`config.mk`:
```
export PLATFORM = sky130hd
export DESIGN_NAME = htc_div
export DESIGN_NICKNAME = d
export VERILOG_FILES = /design/src/sv/homogeneous_triangle_clipper_unit_assert.svh /design/src/sv/htc_pkg.sv /design/src/sv/htc_div.sv
export SDC_FILE = /design/constraint.sdc
export NUM_CORES = 1
export LEC_CHECK = 0
export ABC_AREA = 0
export BUFFER_PORTS_ARGS = -buffer_cell sky130_fd_sc_hd__clkbuf_2
export CAP_MARGIN = 10
export CORE_ASPECT_RATIO = 2
export CORE_MARGIN = 4
export CORE_UTILIZATION = 38
export DETAILED_ROUTE_END_ITERATION = 16
export PLACE_DENSITY = 0.59
export SYNTH_ARGS = -nofsm -noshare
export SYNTH_HDL_FRONTEND = slang
export SYNTH_SLANG_ARGS = --single-unit
```
`constraint.sdc`:
```
create_clock -name i_clk -period 6.3 [get_ports i_clk]
set_input_delay 0.945 -clock i_clk [delete_from_list [all_inputs] [get_ports i_clk]]
set_output_delay 0.945 -clock i_clk [all_outputs]
set_load 0.05 [all_outputs]
```
`src/sv/homogeneous_triangle_clipper_unit_assert.svh`:
```
// Assertion macros shared by the clipper RTL.
`ifndef HOMOGENEOUS_TRIANGLE_CLIPPER_UNIT_ASSERT_SVH
`define HOMOGENEOUS_TRIANGLE_CLIPPER_UNIT_ASSERT_SVH

// Same-cycle implication, checked at every rising clock edge out of reset.
`define HTC_ASSERT_NOW(lbl, ante, cons) \
    lbl: assert property (@(posedge i_clk) disable iff (!i_rst_n) (ante) |-> (cons)) \
        else $error("clipper check failed");

// Next-cycle implication, checked at every rising clock edge out of reset.
`define HTC_ASSERT_NEXT(lbl, ante, cons) \
    lbl: assert property (@(posedge i_clk) disable iff (!i_rst_n) (ante) |=> (cons)) \
        else $error("clipper check failed");

`endif

```
`src/sv/htc_pkg.sv`:
```
// Shared types, constants and helpers of the homogeneous triangle clipper.
package htc_pkg;
    localparam int MAX_POLY_VERTS = 9;
    localparam int T_BITS = 30;

    localparam logic [1:0] AX_X = 2'd0;
    localparam logic [1:0] AX_Y = 2'd1;
    localparam logic [1:0] AX_Z = 2'd2;
    localparam logic [1:0] AX_W = 2'd3;
    localparam logic [2:0] PLANE_LAST = 3'd5;

    typedef struct packed {
        logic signed [31:0] x;
        logic signed [31:0] y;
        logic signed [31:0] z;
        logic signed [31:0] w;
    } t_vtx;

    typedef struct packed {
        logic wr;
        logic shift;
    } t_cell_ctl;

    function automatic logic signed [31:0] vtx_get(t_vtx v, logic [1:0] k);
        logic signed [31:0] r;
        case (k)
            AX_X: r = v.x;
            AX_Y: r = v.y;
            AX_Z: r = v.z;
            default: r = v.w;
        endcase
        return r;
    endfunction

    function automatic t_vtx vtx_set(t_vtx v, logic [1:0] k, logic signed [31:0] val);
        t_vtx r;
        r = v;
        case (k)
            AX_X: r.x = val;
            AX_Y: r.y = val;
            AX_Z: r.z = val;
            default: r.w = val;
        endcase
        return r;
    endfunction
endpackage

```
`src/sv/htc_div.sv`:
```
// Radix-2 restoring divider for the crossing parameter t = num * 2^T_BITS / den.
module htc_div (
    input  logic                         i_clk,
    input  logic                         i_rst_n,
    input  logic                         i_start,
    input  logic [33:0]                  i_num,
    input  logic [33:0]                  i_den,
    output logic                         o_done,
    output logic [htc_pkg::T_BITS:0]     o_quot
);
    import htc_pkg::*;

    localparam int CNT_W = $clog2(T_BITS + 2);

    logic [34:0]      r_rem;
    logic [33:0]      r_den;
    logic [T_BITS:0]  r_q;
    logic [CNT_W-1:0] r_cnt;
    logic             r_busy;
    logic             r_done;
    logic             ge;
    logic [34:0]      rem_sub;

    assign ge = r_rem >= {1'b0, r_den};
    assign rem_sub = ge ? (r_rem - {1'b0, r_den}) : r_rem;

    always_ff @(posedge i_clk) begin
        if (!i_rst_n) begin
            r_busy <= 1'b0;
            r_done <= 1'b0;
        end else begin
            r_done <= 1'b0;
            if (i_start) begin
                r_rem  <= {1'b0, i_num};
                r_den  <= i_den;
                r_q    <= '0;
                r_cnt  <= CNT_W'(T_BITS + 1);
                r_busy <= 1'b1;
            end else if (r_busy) begin
                r_q   <= {r_q[T_BITS-1:0], ge};
                r_rem <= {rem_sub[33:0], 1'b0};
                r_cnt <= r_cnt - CNT_W'(1);
                if (r_cnt == CNT_W'(1)) begin
                    r_busy <= 1'b0;
                    r_done <= 1'b1;
                end
            end
        end
    end

    assign o_done = r_done;
    assign o_quot = r_q;
endmodule

```
Word-level counts from Yosys, hierarchy flattened
Cells that the tools add are included.
W data, S select, Z words.
{ "classes": {"addsub": 2, "order_cmp": 1, "eq_ne": 1, "mux": 9, "bitwise_logic": 2, "reduce_logical": 4} }
{ "op_table": {"columns": ["operator", "count"], "rows": [
  ["$mux W34", 2],
  ["$ge A35 B34 Y1", 1],
  ["$mux W35", 1],
  ["$sub A34 B34 Y34", 1],
  ["$mux W31", 1],
  ["$eq A5 B1 Y1 const B", 1],
  ["$mux W5", 1],
  ["$sub A5 B1 Y5 const B", 1],
  ["$mux W1", 4],
  ["$reduce_and A2 Y1", 2],
  ["$reduce_or A3 Y1", 1],
  ["$not A1 Y1", 2],
  ["$reduce_bool A2 Y1", 1]
]} }
{ "totals": {"ff_bits": 107, "in_bits": 71, "output_inout_bits": 32, "elab_cells": 26} }

Logic depth before layout (Yosys ltp)
Gate-level depths: netlist of the first run.
{ "depth": {"ltp_word": 4, "depth_mapped": 12, "ltp_nobuf": 11} }

Least setup slack after synthesis of the first run
OpenSTA, ideal clock, no wires.
{ "synth_path": {"path_kind": "input to register", "start": "input i_start", "end": "register r_q[0], in the netlist o_quot[0] (enable)", "setup_ns": 0.435, "arrival_time_ns": 2.897, "required_time_ns": 5.865, "slack_ns": 2.968, "cell_stages": 2, "n_path_buf": 1, "cell_sequence": "clkbuf_1 o21a_1"} }
{ "synth_via": {"elab_chain_cells": 2} }
{ "synth_rtl": {"columns": ["item", "line_no", "source"], "rows": [
  ["start, declared", "htc_div.sv:5", "input logic i_start,"],
  ["$reduce_bool A2 Y1 (no source line)", null, null],
  ["$reduce_and A2 Y1 (no source line)", null, null],
  ["end signal, assigned", "htc_div.sv:40", "r_q <= {r_q[T_BITS-1:0], ge};"],
  ["end, declared", "htc_div.sv:17", "logic [T_BITS:0] r_q;"]
]} }
Every way passes these cells.
A chain may end at the register's enable or synchronous reset.

Worst setup path after layout of the first run
{ "layout_path": {"start": "register r_rem[16]", "end": "register r_rem[32], data pin"} }
{ "layout_via": {"elab_chain_cells": 4, "word_cells_on_any_way": 5, "cone_classes": "add/sub: 1; order compare: 1; mux: 3"} }
{ "layout_rtl": {"columns": ["item", "line_no", "source"], "rows": [
  ["start, declared", "htc_div.sv:15", "logic [34:0] r_rem;"],
  ["start signal, assigned", "htc_div.sv:34", "r_rem <= {1'b0, i_num};"],
  ["start signal, assigned", "htc_div.sv:41", "r_rem <= {rem_sub[33:0], 1'b0};"],
  ["$sub A34 B34 Y34 / $ge A35 B34 Y1 (equally long branches)", "htc_div.sv:25, htc_div.sv:24", null],
  ["$mux W34 (*)", "htc_div.sv:25", "assign rem_sub = ge ? (r_rem - {1'b0, r_den}) : r_rem;"],
  ["$mux W35 (*)", "htc_div.sv:39", "end else if (r_busy) begin"],
  ["$mux W34 (*)", "htc_div.sv:33", "if (i_start) begin"]
]} }
Mark *: on every way between the ends. The rest lies on a longest branch, timed or not. The select of a mux whose other input is x is not followed.

==> flow_summary.toml, run 1 <==
[worst_setup_path]
path_class = "register to register"
cp-end-kind = "register"
required_ns = 6.43
critPathLaunchType = "register"
ff2ff_setup_slack_ns = 2.40
crit_arrival_ns = 4.04
path_max_fanout = 43

[clocking]
cts-root-buf = "clkbuf_16"
cts-resized-gates = 0
cts_sinks = 107
htreeDepth = 3
cts_buffers = 9
clk_path_buf_depth = 2
path_clk_slew_ns = 0.09
cts_post_setup_buffers_inserted = 0
clk_latency_ns = 0.37
cts_tree = "built"
cts_hold_buf = 0

[yosys]
synth_edf_count = 105
async_reset_ff_share_pct = 0
avgSynthCellArea_um2 = 10.4
ys.flop_type = "edfxtp_1"
synth_nets = 726
synth_cell_type_count = 59
syn-instance-count = 618
ys_warn_count = 0
synth_seq_cells = 107
yosysSeqAreaShare_pct = 49.7
syn_area_mm2 = 0.00643

[global_route]
antenna_found_initial = 0
grt_start_max_net_pins = 57
grt-ovfl-total = 0
grt_pass1_vias = 5141
grt_pass1_wl_mm = 26.6
track_usage_pct = 18.0

[drt]
drtIter0Drc = 202
drt-pass1-iter-count = 4
vias = 4959
routed_wl_mm = 16.9
dr_wl_met3_um = 583
wl_met2_mm = 9.81
drtAntennaViolNets = 0
avgRoutedWirePerCell_um = 18.4
drc = 0
viasPerCell = 5.41
m1WireLength_mm = 5.91
maxUsedRoutingLayer = "met4"

[sta]
grt_setup_unrepaired = "false"
period_needed_ns = 3.90
setup_viol = 0
slew_headroom_pct = 39.4
slew_violations = 0
tightest_slew_ns = 0.909
max_freq_ghz = 0.256
final-hold-violation-count = 0
clock_skew_ns = 0.0129
min_period_over_period_pct = 62.0
tns_ns = 0

[floorplanning]
coreArea_mm2 = 0.0167
die_h_um = 192
die_area_mm2 = 0.0192
placementRows = 67
initial_core_util_pct = 38.5
die_w_um = 100
ioPinCount = 103

[placement]
post-dp-hpwl_mm = 12.8
portBuffers = 102
place.gp.congestion = 0.923

[finish]
antenna_cells = 0
nFillCells = 1620
synthToLayoutAreaGrowth_pct = 15.3
final_common_cell = "edfxtp_1"
final_nets = 812
final_cell_mix = "edfxtp_1, clkbuf_2, inv_1, nand2_1, a21oi_1"
drive_above_1_share_pct = 19.9

[pwr]
p_per_area_mw_per_mm2 = 276
p_leak_nw = 3.02
power_mw = 2.04
peakVddDrop_uv = 138

[worst_hold_path]
hp-class = "register to register"

[job]
max-cap-violations = 0

[run_status]
status = "finished clean"
Yosys cell counts (13+ instances only):
| cell type | instances | area, um2 |
|---|---|---|
| edfxtp_1 | 105 | 3150 |
| o211ai_1 | 14 | 105 |
| a21oi_1 | 45 | 225 |
| ha_1 | 36 | 450 |
| nand2_1 | 51 | 191 |
| o21a_1 | 21 | 158 |
| nor2_1 | 25 | 93.8 |
| xor2_1 | 16 | 140 |
| nor3_1 | 13 | 65.1 |
| o21ai_1 | 13 | 65.1 |
| inv_1 | 51 | 191 |
| nor2b_1 | 35 | 219 |
| o21ai_0 | 22 | 110 |
| clkbuf_1 | 18 | 67.6 |
cells by family (layout without fill, tap and decap cells):
| family | after synthesis | after routing | synth area share (%) |
|---|---|---|---|
| adder cells (fa/ha/maj) | 37 | 37 | 7.32 |
| XOR/XNOR | 27 | 27 | 3.68 |
| flip-flops | 107 | 107 | 49.7 |
| AND/OR/NAND/NOR | 174 | 174 | 13.9 |
| multiplexers | 9 | 9 | 1.56 |
| AO/OA/AOI/OAI | 180 | 180 | 18.7 |
| buffers and inverters | 84 | 175 | 5.25 |
per-stage QoR:
| step | hold WS, ns | utilization (%) | std cells | cell area [um2] | worst slack [ns] |
|---|---|---|---|---|---|
| floorplan | 0.496 | - | 618 | 6430 | 2.97 |
| global placement | 0.511 | 42.5 | 900 | 7090 | 2.42 |
| detailed placement | 0.517 | 42.5 | 900 | 7090 | 2.37 |
| CTS | 0.519 | 44.4 | 916 | 7410 | 2.36 |
| global route | 0.548 | 44.4 | 916 | 7410 | 2.12 |
| finish | 0.517 | 44.4 | 916 | 7410 | 2.40 |
worst max-delay path: stages (launching register included):
cell      delay [ns]
edfxtp_1        0.40
ha_1            0.43
a21oi_2         0.24
o21ai_1         0.12
a22oi_1         0.25
nand4_1         0.25
a311oi_4        0.86
buf_4           0.52
nor2_1          0.22
a221o_1         0.37
power by group:
group          total (mW)  switching, mW  internal [mW]
registers           0.877         0.0246          0.853
logic               0.579          0.363          0.215
clock network       0.589          0.302          0.287
total                2.04          0.690           1.35
routing by layer:
layer / track usage [%] / vias to the layer above
met5: 0 / -
met4: 8.46 / 0
met3: 2.33 / 37
met2: 35.9 / 118
met1: 17.6 / 2371
li1: - / 2433
flip-flops by register name, summed over array words and instances (netlist names):
register  flops
r_busy        1
r_rem        35
o_quot       31
r_den        34
r_cnt         5
o_done        1
worst paths after layout:
kind | startpoint | to | cells after the start
setup reg to reg | r_rem[16] | r_rem[32] | 9
hold / removal | r_busy | o_done | 1
setup / recovery | r_rem[16] | r_rem[32] | 9
hold reg to reg | r_busy | o_done | 1
cell type report:
class | count | area, um2 | area share, %
Sequential cell | 107 | 3190 | 43.1
Clock buffer | 9 | 225 | 3.04
Inverter | 53 | 199 | 2.68
Clock inverter | 7 | 97.6 | 1.32
Multi-Input combinational cell | 427 | 2900 | 39.1
Tap cell | 207 | 259 | 3.49
Timing Repair Buffer | 106 | 541 | 7.29
No activity file was read; power rests on OpenSTA's default activity.
==> run 2, diff against run 1 <==
==> constraint.sdc (replaced) <==
create_clock -name i_clk -period 4 [get_ports i_clk]
set_input_delay 0.6 -clock i_clk [delete_from_list [all_inputs] [get_ports i_clk]]
set_output_delay 0.6 -clock i_clk [all_outputs]
set_load 0.05 [all_outputs]
==> run 2 against run 1 <==
Against the previous run:
- routed wire length fell by 3.6%
- die area unchanged
- total power increased by 60%
- sequential share of layout area is 0.23 points lower
- worst hold slack got worse by 0.11 ns
- core utilization is 0.24 points higher
==> flow_summary.toml, run 2 (synthesis results as in run 1) <==
[pwr]
combinationalPowerShare_pct = 28.0
power_switching_mw = 1.06
p_clk_share_pct = 29.7
switching_share_pct = 32.3
p_leak_nw = 3.05
p_per_area_mw_per_mm2 = 438
seqPwrFrac_pct = 42.3
cell_internal_pwr_mw = 2.21
peakVddDrop_uv = 268

[clocking]
cts_sinks = 107
cts_post_setup_buffers_inserted = 0
clk_path_buf_depth = 2
cts_tree = "built"
htreeDepth = 3
cts-root-buf = "clkbuf_16"
cts_hold_buf = 0
cts_buffers = 9
clk_latency_ns = 0.36
path_clk_slew_ns = 0.08
cts-resized-gates = 0

[worst_hold_path]
holdPathStages = 1
min_to = "r_den[9]"
worstHoldStart = "i_den[9]"
hp-class = "input port to register"

[placement]
portBuffers = 102
post-dp-hpwl_mm = 12.4
place.gp.congestion = 0.916

[job]
max-cap-violations = 0

[sta]
slew_violations = 0
clock_skew_ns = 0.0119
grt_setup_unrepaired = "false"
hold_ws_ns = 0.405
slew_headroom_pct = 41.2
final-hold-violation-count = 0
setup_viol = 0
period_needed_ns = 3.30
tns_ns = 0
max_freq_ghz = 0.303
min_period_over_period_pct = 82.5
tightest_slew_ns = 0.880

[global_route]
grt_pass1_wl_mm = 26.4
track_usage_pct = 17.6
grt_start_max_net_pins = 64
grt_pass1_vias = 5159
antenna_found_initial = 0
grt-ovfl-total = 0

[floorplanning]
die_area_mm2 = 0.0192
ioPinCount = 103
coreArea_mm2 = 0.0167
die_h_um = 192
die_w_um = 100
initial_core_util_pct = 38.5
placementRows = 67

[finish]
drive_above_1_share_pct = 20.0
final_nets = 813
register_area_mm2 = 0.00319
largest-register = "r_rem"
nFillCells = 1578
final_cell_mix = "edfxtp_1, clkbuf_2, inv_1, nand2_1, a21oi_1"
largest_reg_flops = 35
multi_input_area_mm2 = 0.00290
antenna_cells = 0
final_common_cell = "edfxtp_1"
synthToLayoutAreaGrowth_pct = 15.9

[run_status]
status = "finished clean"

[worst_setup_path]
r2r_start = "r_rem[22]"
critPathLaunchType = "register"
crit_path_top_delay_cell = "ha_1"
crit_arrival_ns = 3.42
cp-end-kind = "register"
slowest_delay_ns = 0.51
r2r_end = "r_rem[33]"
r2r_cells = 10
required_ns = 4.11
path_class = "register to register"
crit_chain = "ha_1 -> nand4_1 -> nor4_1 -> o211ai_1 -> nand4_1 -> a311oi_4 -> buf_12 -> or3b_1 -> a211oi_1 -> a211oi_1"
ff2ff_setup_slack_ns = 0.70
path_max_fanout = 63

[drt]
viasPerCell = 5.41
avgRoutedWirePerCell_um = 17.8
routed_wl_mm = 16.3
vias = 4958
drt-pass1-iter-count = 4
drtAntennaViolNets = 0
drtIter0Drc = 214
drc = 0
==> run 2: worst max-delay path by stage <==
stage / startpoint / end / slack (ns) / cells past startpoint
4_1_cts: r_rem[22] / r_rem[33] / 0.65 / 10
3_3_place_gp: r_rem[22] / r_rem[33] / 0.71 / 10
2_1_floorplan: i_start / o_quot[0] / 1.01 / 2
5_1_grt: r_rem[17] / r_rem[33] / 0.42 / 10
3_5_place_dp: r_rem[22] / r_rem[33] / 0.67 / 10
6_report: r_rem[22] / r_rem[33] / 0.70 / 10
==> run 2: final cells by class <==
cell class,instances,share of cell area (%)
timing repair buffer,107,7.69
clock buffer,10,3.21
sequential,107,42.8
inverter,53,2.67
clock inverter,6,1.23
tap,207,3.47
multi-input combinational,427,38.9
==> run 2: through the flow <==
stage / utilization, % / cell area (um2) / cells / setup slack [ns] / power [mW]
final: 44.7 / 7450 / 917 / 0.699 / 3.27
after global routing: 44.7 / 7450 / 917 / 0.417 / 3.45
after CTS: 44.7 / 7450 / 917 / 0.651 / 3.30
after detailed placement: 42.7 / 7120 / 901 / 0.673 / 2.32
after global placement: 42.7 / 7120 / 901 / 0.707 / 2.31
after floorplan: - / 6430 / 618 / 1.01 / 2.08
==> run 2: power groups by stage <==
stage / Sequential [mW] / Clock [mW] / Combinational (mW)
6_report: 1.38 / 0.971 / 0.915
3_3_place_gp: 1.41 / 0 / 0.905
5_1_grt: 1.39 / 1.04 / 1.02
4_1_cts: 1.38 / 1.00 / 0.919
2_1_floorplan: 1.46 / 0 / 0.617
3_5_place_dp: 1.41 / 0 / 0.914
==> run 2: worst max-delay path, delay by kind of cell (launching register included) <==
family          cells  cell delay (ns)
simple gates        4             1.28
flops               1             0.39
buf+inv             1             0.22
fa+ha+maj           1             0.51
compound gates      4             0.63
==> run 2: metal layers <==
| metal | wire length [um] | vias up | part of all wire, % | track usage, % |
|---|---|---|---|---|
| met5 | 0 | - | 0 | 0 |
| met4 | 533 | 0 | 3.3 | 7.42 |
| met3 | 717 | 27 | 4.4 | 2.62 |
| met2 | 9240 | 131 | 57 | 34.0 |
| met1 | 5790 | 2363 | 36 | 18.5 |
| li1 | - | 2437 | - | - |
==> run 3, diff against run 2 <==
--- a/config.mk
+++ b/config.mk
@@ -5,14 +5,14 @@
 export SDC_FILE = /design/constraint.sdc
 export NUM_CORES = 1
 export LEC_CHECK = 0
-export ABC_AREA = 0
+export ABC_AREA = 1
 export BUFFER_PORTS_ARGS = -buffer_cell sky130_fd_sc_hd__clkbuf_2
 export CAP_MARGIN = 10
 export CORE_ASPECT_RATIO = 2
 export CORE_MARGIN = 4
 export CORE_UTILIZATION = 38
 export DETAILED_ROUTE_END_ITERATION = 16
-export PLACE_DENSITY = 0.59
+export PLACE_DENSITY = 0.61
 export SYNTH_ARGS = -nofsm -noshare
 export SYNTH_HDL_FRONTEND = slang
 export SYNTH_SLANG_ARGS = --single-unit
==> constraint.sdc (replaced) <==
create_clock -name i_clk -period 2.8 [get_ports i_clk]
set_input_delay 0.42 -clock i_clk [delete_from_list [all_inputs] [get_ports i_clk]]
set_output_delay 0.42 -clock i_clk [all_outputs]
set_load 0.05 [all_outputs]
==> run 3 against run 2 <==
Against the previous run:
- die area is 14% higher
- synthesized area is 15% higher
- cell count is 50% higher
- clock power is 32% higher
- register-to-register slack worse by 0.52 ns
- sequential cell count stayed put
- sequential share of layout area is 5.4 points lower
- first-iteration DRC count is 26% higher
- critical path depth is 3 higher
- worst setup slack worse by 0.52 ns
- clock-buffer cell count stayed put
- highest routed layer unchanged
- global-route usage is 4.0 points higher
==> flow_summary.toml, run 3 <==
[global_route]
antenna_found_initial = 0
grt_start_max_net_pins = 49
met1_usage_pct = 19.6
grt_pass1_vias = 6931
grt-ovfl-total = 0
top_usage_layer = "met2"
use_met3_pct = 3.30
grt_pass1_wl_mm = 35.4
grt_use_met2_pct = 42.0
track_usage_pct = 21.6

[worst_setup_path]
r2r_cells = 13
cp-end-kind = "register"
cp_top_family = "simple AND/OR/NAND/NOR gates"
crit_top_cell = "nand2_1"
required_ns = 2.93
slowest_delay_ns = 0.46
crit_buf_inv = 2
critPathLaunchType = "register"
crit_cells = 13
path_max_fanout = 9
crit_path_top_delay_cell = "edfxtp_1"
crit_chain = "ha_1 -> inv_1 -> nor2_1 -> nand2_1 -> nor2_1 -> nand3_1 -> nor2_2 -> nor2_2 -> nand2_4 -> buf_4 -> nand3_1 -> nand2_1 -> nand2_1"
crit_arrival_ns = 2.75
path_class = "register to register"

[yosys]
syn-instance-count = 1008
synth.area.top_cells = "edfxtp_1, nand2_1, inv_1, ha_1, nand3_1"
syn_area_mm2 = 0.00739
yosysSeqAreaShare_pct = 43.2
synth.most_common_cell = "nand2_1"
synth_top_area_share_pct = 42.7
ys_warn_count = 0
async_reset_ff_share_pct = 0
ys.flop_type = "edfxtp_1"
synth_top_cell_by_area = "edfxtp_1"
yosys-top-cells-count = "nand2_1, inv_1, edfxtp_1, nor2_1, nand3_1"
synth_nets = 1116
synth_edf_count = 105
avgSynthCellArea_um2 = 7.33
synth_cell_type_count = 34
synth_seq_cells = 107

[finish]
fin_area_mm2 = 0.00852
nFillCells = 2047
drive_above_1_share_pct = 13.4
final_nets = 1222
antenna_cells = 0
final_common_cell = "nand2_1"
largest-register = "r_rem"
largest_reg_flops = 35
final_cell_mix = "nand2_1, inv_1, edfxtp_1, clkbuf_2, nor2_1"
final_cells = 1374
synthToLayoutAreaGrowth_pct = 15.3

[placement]
post-dp-hpwl_mm = 18.4
place.gp.congestion = 1.01
placed_area_mm2 = 0.00823
portBuffers = 102
dp_cells = 1358

[floorplanning]
coreArea_mm2 = 0.0190
ioPinCount = 103
placementRows = 71
initial_core_util_pct = 38.9
die_area_mm2 = 0.0219
die_h_um = 205
die_w_um = 107

[worst_hold_path]
hp-class = "input port to register"
holdPathStages = 1

[sta]
clock_skew_ns = 0.00944
slew_violations = 0
tns_ns = 0
setup_viol = 0
period_needed_ns = 2.62
max_freq_ghz = 0.382
min_period_over_period_pct = 93.6
tightest_slew_ns = 0.629
hold_ws_ns = 0.224
final-hold-violation-count = 0
grt_setup_unrepaired = "false"
slew_headroom_pct = 58.1

[drt]
routed_wl_mm = 22.6
viasPerCell = 4.73
drc = 0
drtIter0Drc = 270
avgRoutedWirePerCell_um = 16.4
drt-pass1-iter-count = 5
drtAntennaViolNets = 0
vias = 6496

[job]
max-cap-violations = 0

[clocking]
cts_hold_buf = 0
cts_buffers = 9
clk_latency_ns = 0.36
cts_tree = "built"
cts-root-buf = "clkbuf_16"
htreeDepth = 3
path_clk_slew_ns = 0.08
clk_path_buf_depth = 2
cts_sinks = 107
cts-resized-gates = 0
cts_post_setup_buffers_inserted = 0

[pwr]
peakVddDrop_uv = 327
p_per_area_mw_per_mm2 = 557
p_leak_nw = 4.51

[run_status]
status = "finished clean"
[run 3: worst reg2reg max path, stage by stage, from the launching register on]
cell and delay (ns):
edfxtp_1 0.46, ha_1 0.36, inv_1 0.05, nor2_1 0.30, nand2_1 0.10, nor2_1 0.12
nand3_1 0.13, nor2_2 0.15, nor2_2 0.10, nand2_4 0.14, buf_4 0.19, nand3_1 0.15
nand2_1 0.10, nand2_1 0.05
[run 3: kinds of logic (layout without fill, tap and decap cells)]
group,count (synthesis),after routing,synth area share [%]
xor+xnor,15,15,1.78
buf+inv,231,342,12.6
flops,107,107,43.2
simple gates,580,580,33.3
compound gates,38,38,2.78
fa+ha+maj,37,37,6.37
[run 3: layout make-up]
| type | instances | area [um2] | share of cell area [%] |
|---|---|---|---|
| clock buffer | 10 | 229 | 2.69 |
| inverter | 209 | 785 | 9.20 |
| timing repair buffer | 117 | 661 | 7.75 |
| multi-input combinational | 670 | 3280 | 38.5 |
| tap | 255 | 319 | 3.74 |
| sequential | 107 | 3190 | 37.5 |
| clock inverter | 6 | 57.6 | 0.675 |
[run 3: per-stage QoR]
step	total power, mW	util [%]	setup WS [ns]
detailed placement	3.50	43.3	0.166
finish	4.74	44.8	0.180
global placement	3.50	43.3	0.174
floorplan	3.03	-	0.244
global route	5.03	44.8	0.00767
CTS	4.78	44.8	0.148
[run 3: worst paths after layout]
path	startpoint	to	slack, ns
max	r_rem[33]	r_rem[29]	0.18
min	i_den[33]	r_den[33]	0.22
max reg2reg	r_rem[33]	r_rem[29]	0.18
min reg2reg	r_busy	o_done	0.53
[run 3: where the power goes]
part           switching [mW]  leakage (nW)  internal, mW
registers              0.0546          1.02          1.91
clock network           0.658         0.143         0.626
logic                    1.01          3.35         0.491
[run 3: metal layers]
layer	part of all wire, %	routed length, um	vias up
met1	34	7570	2919
met4	7.4	1680	0
li1	-	-	3337
met2	56	12500	169
met5	0	0	-
met3	3.4	764	71
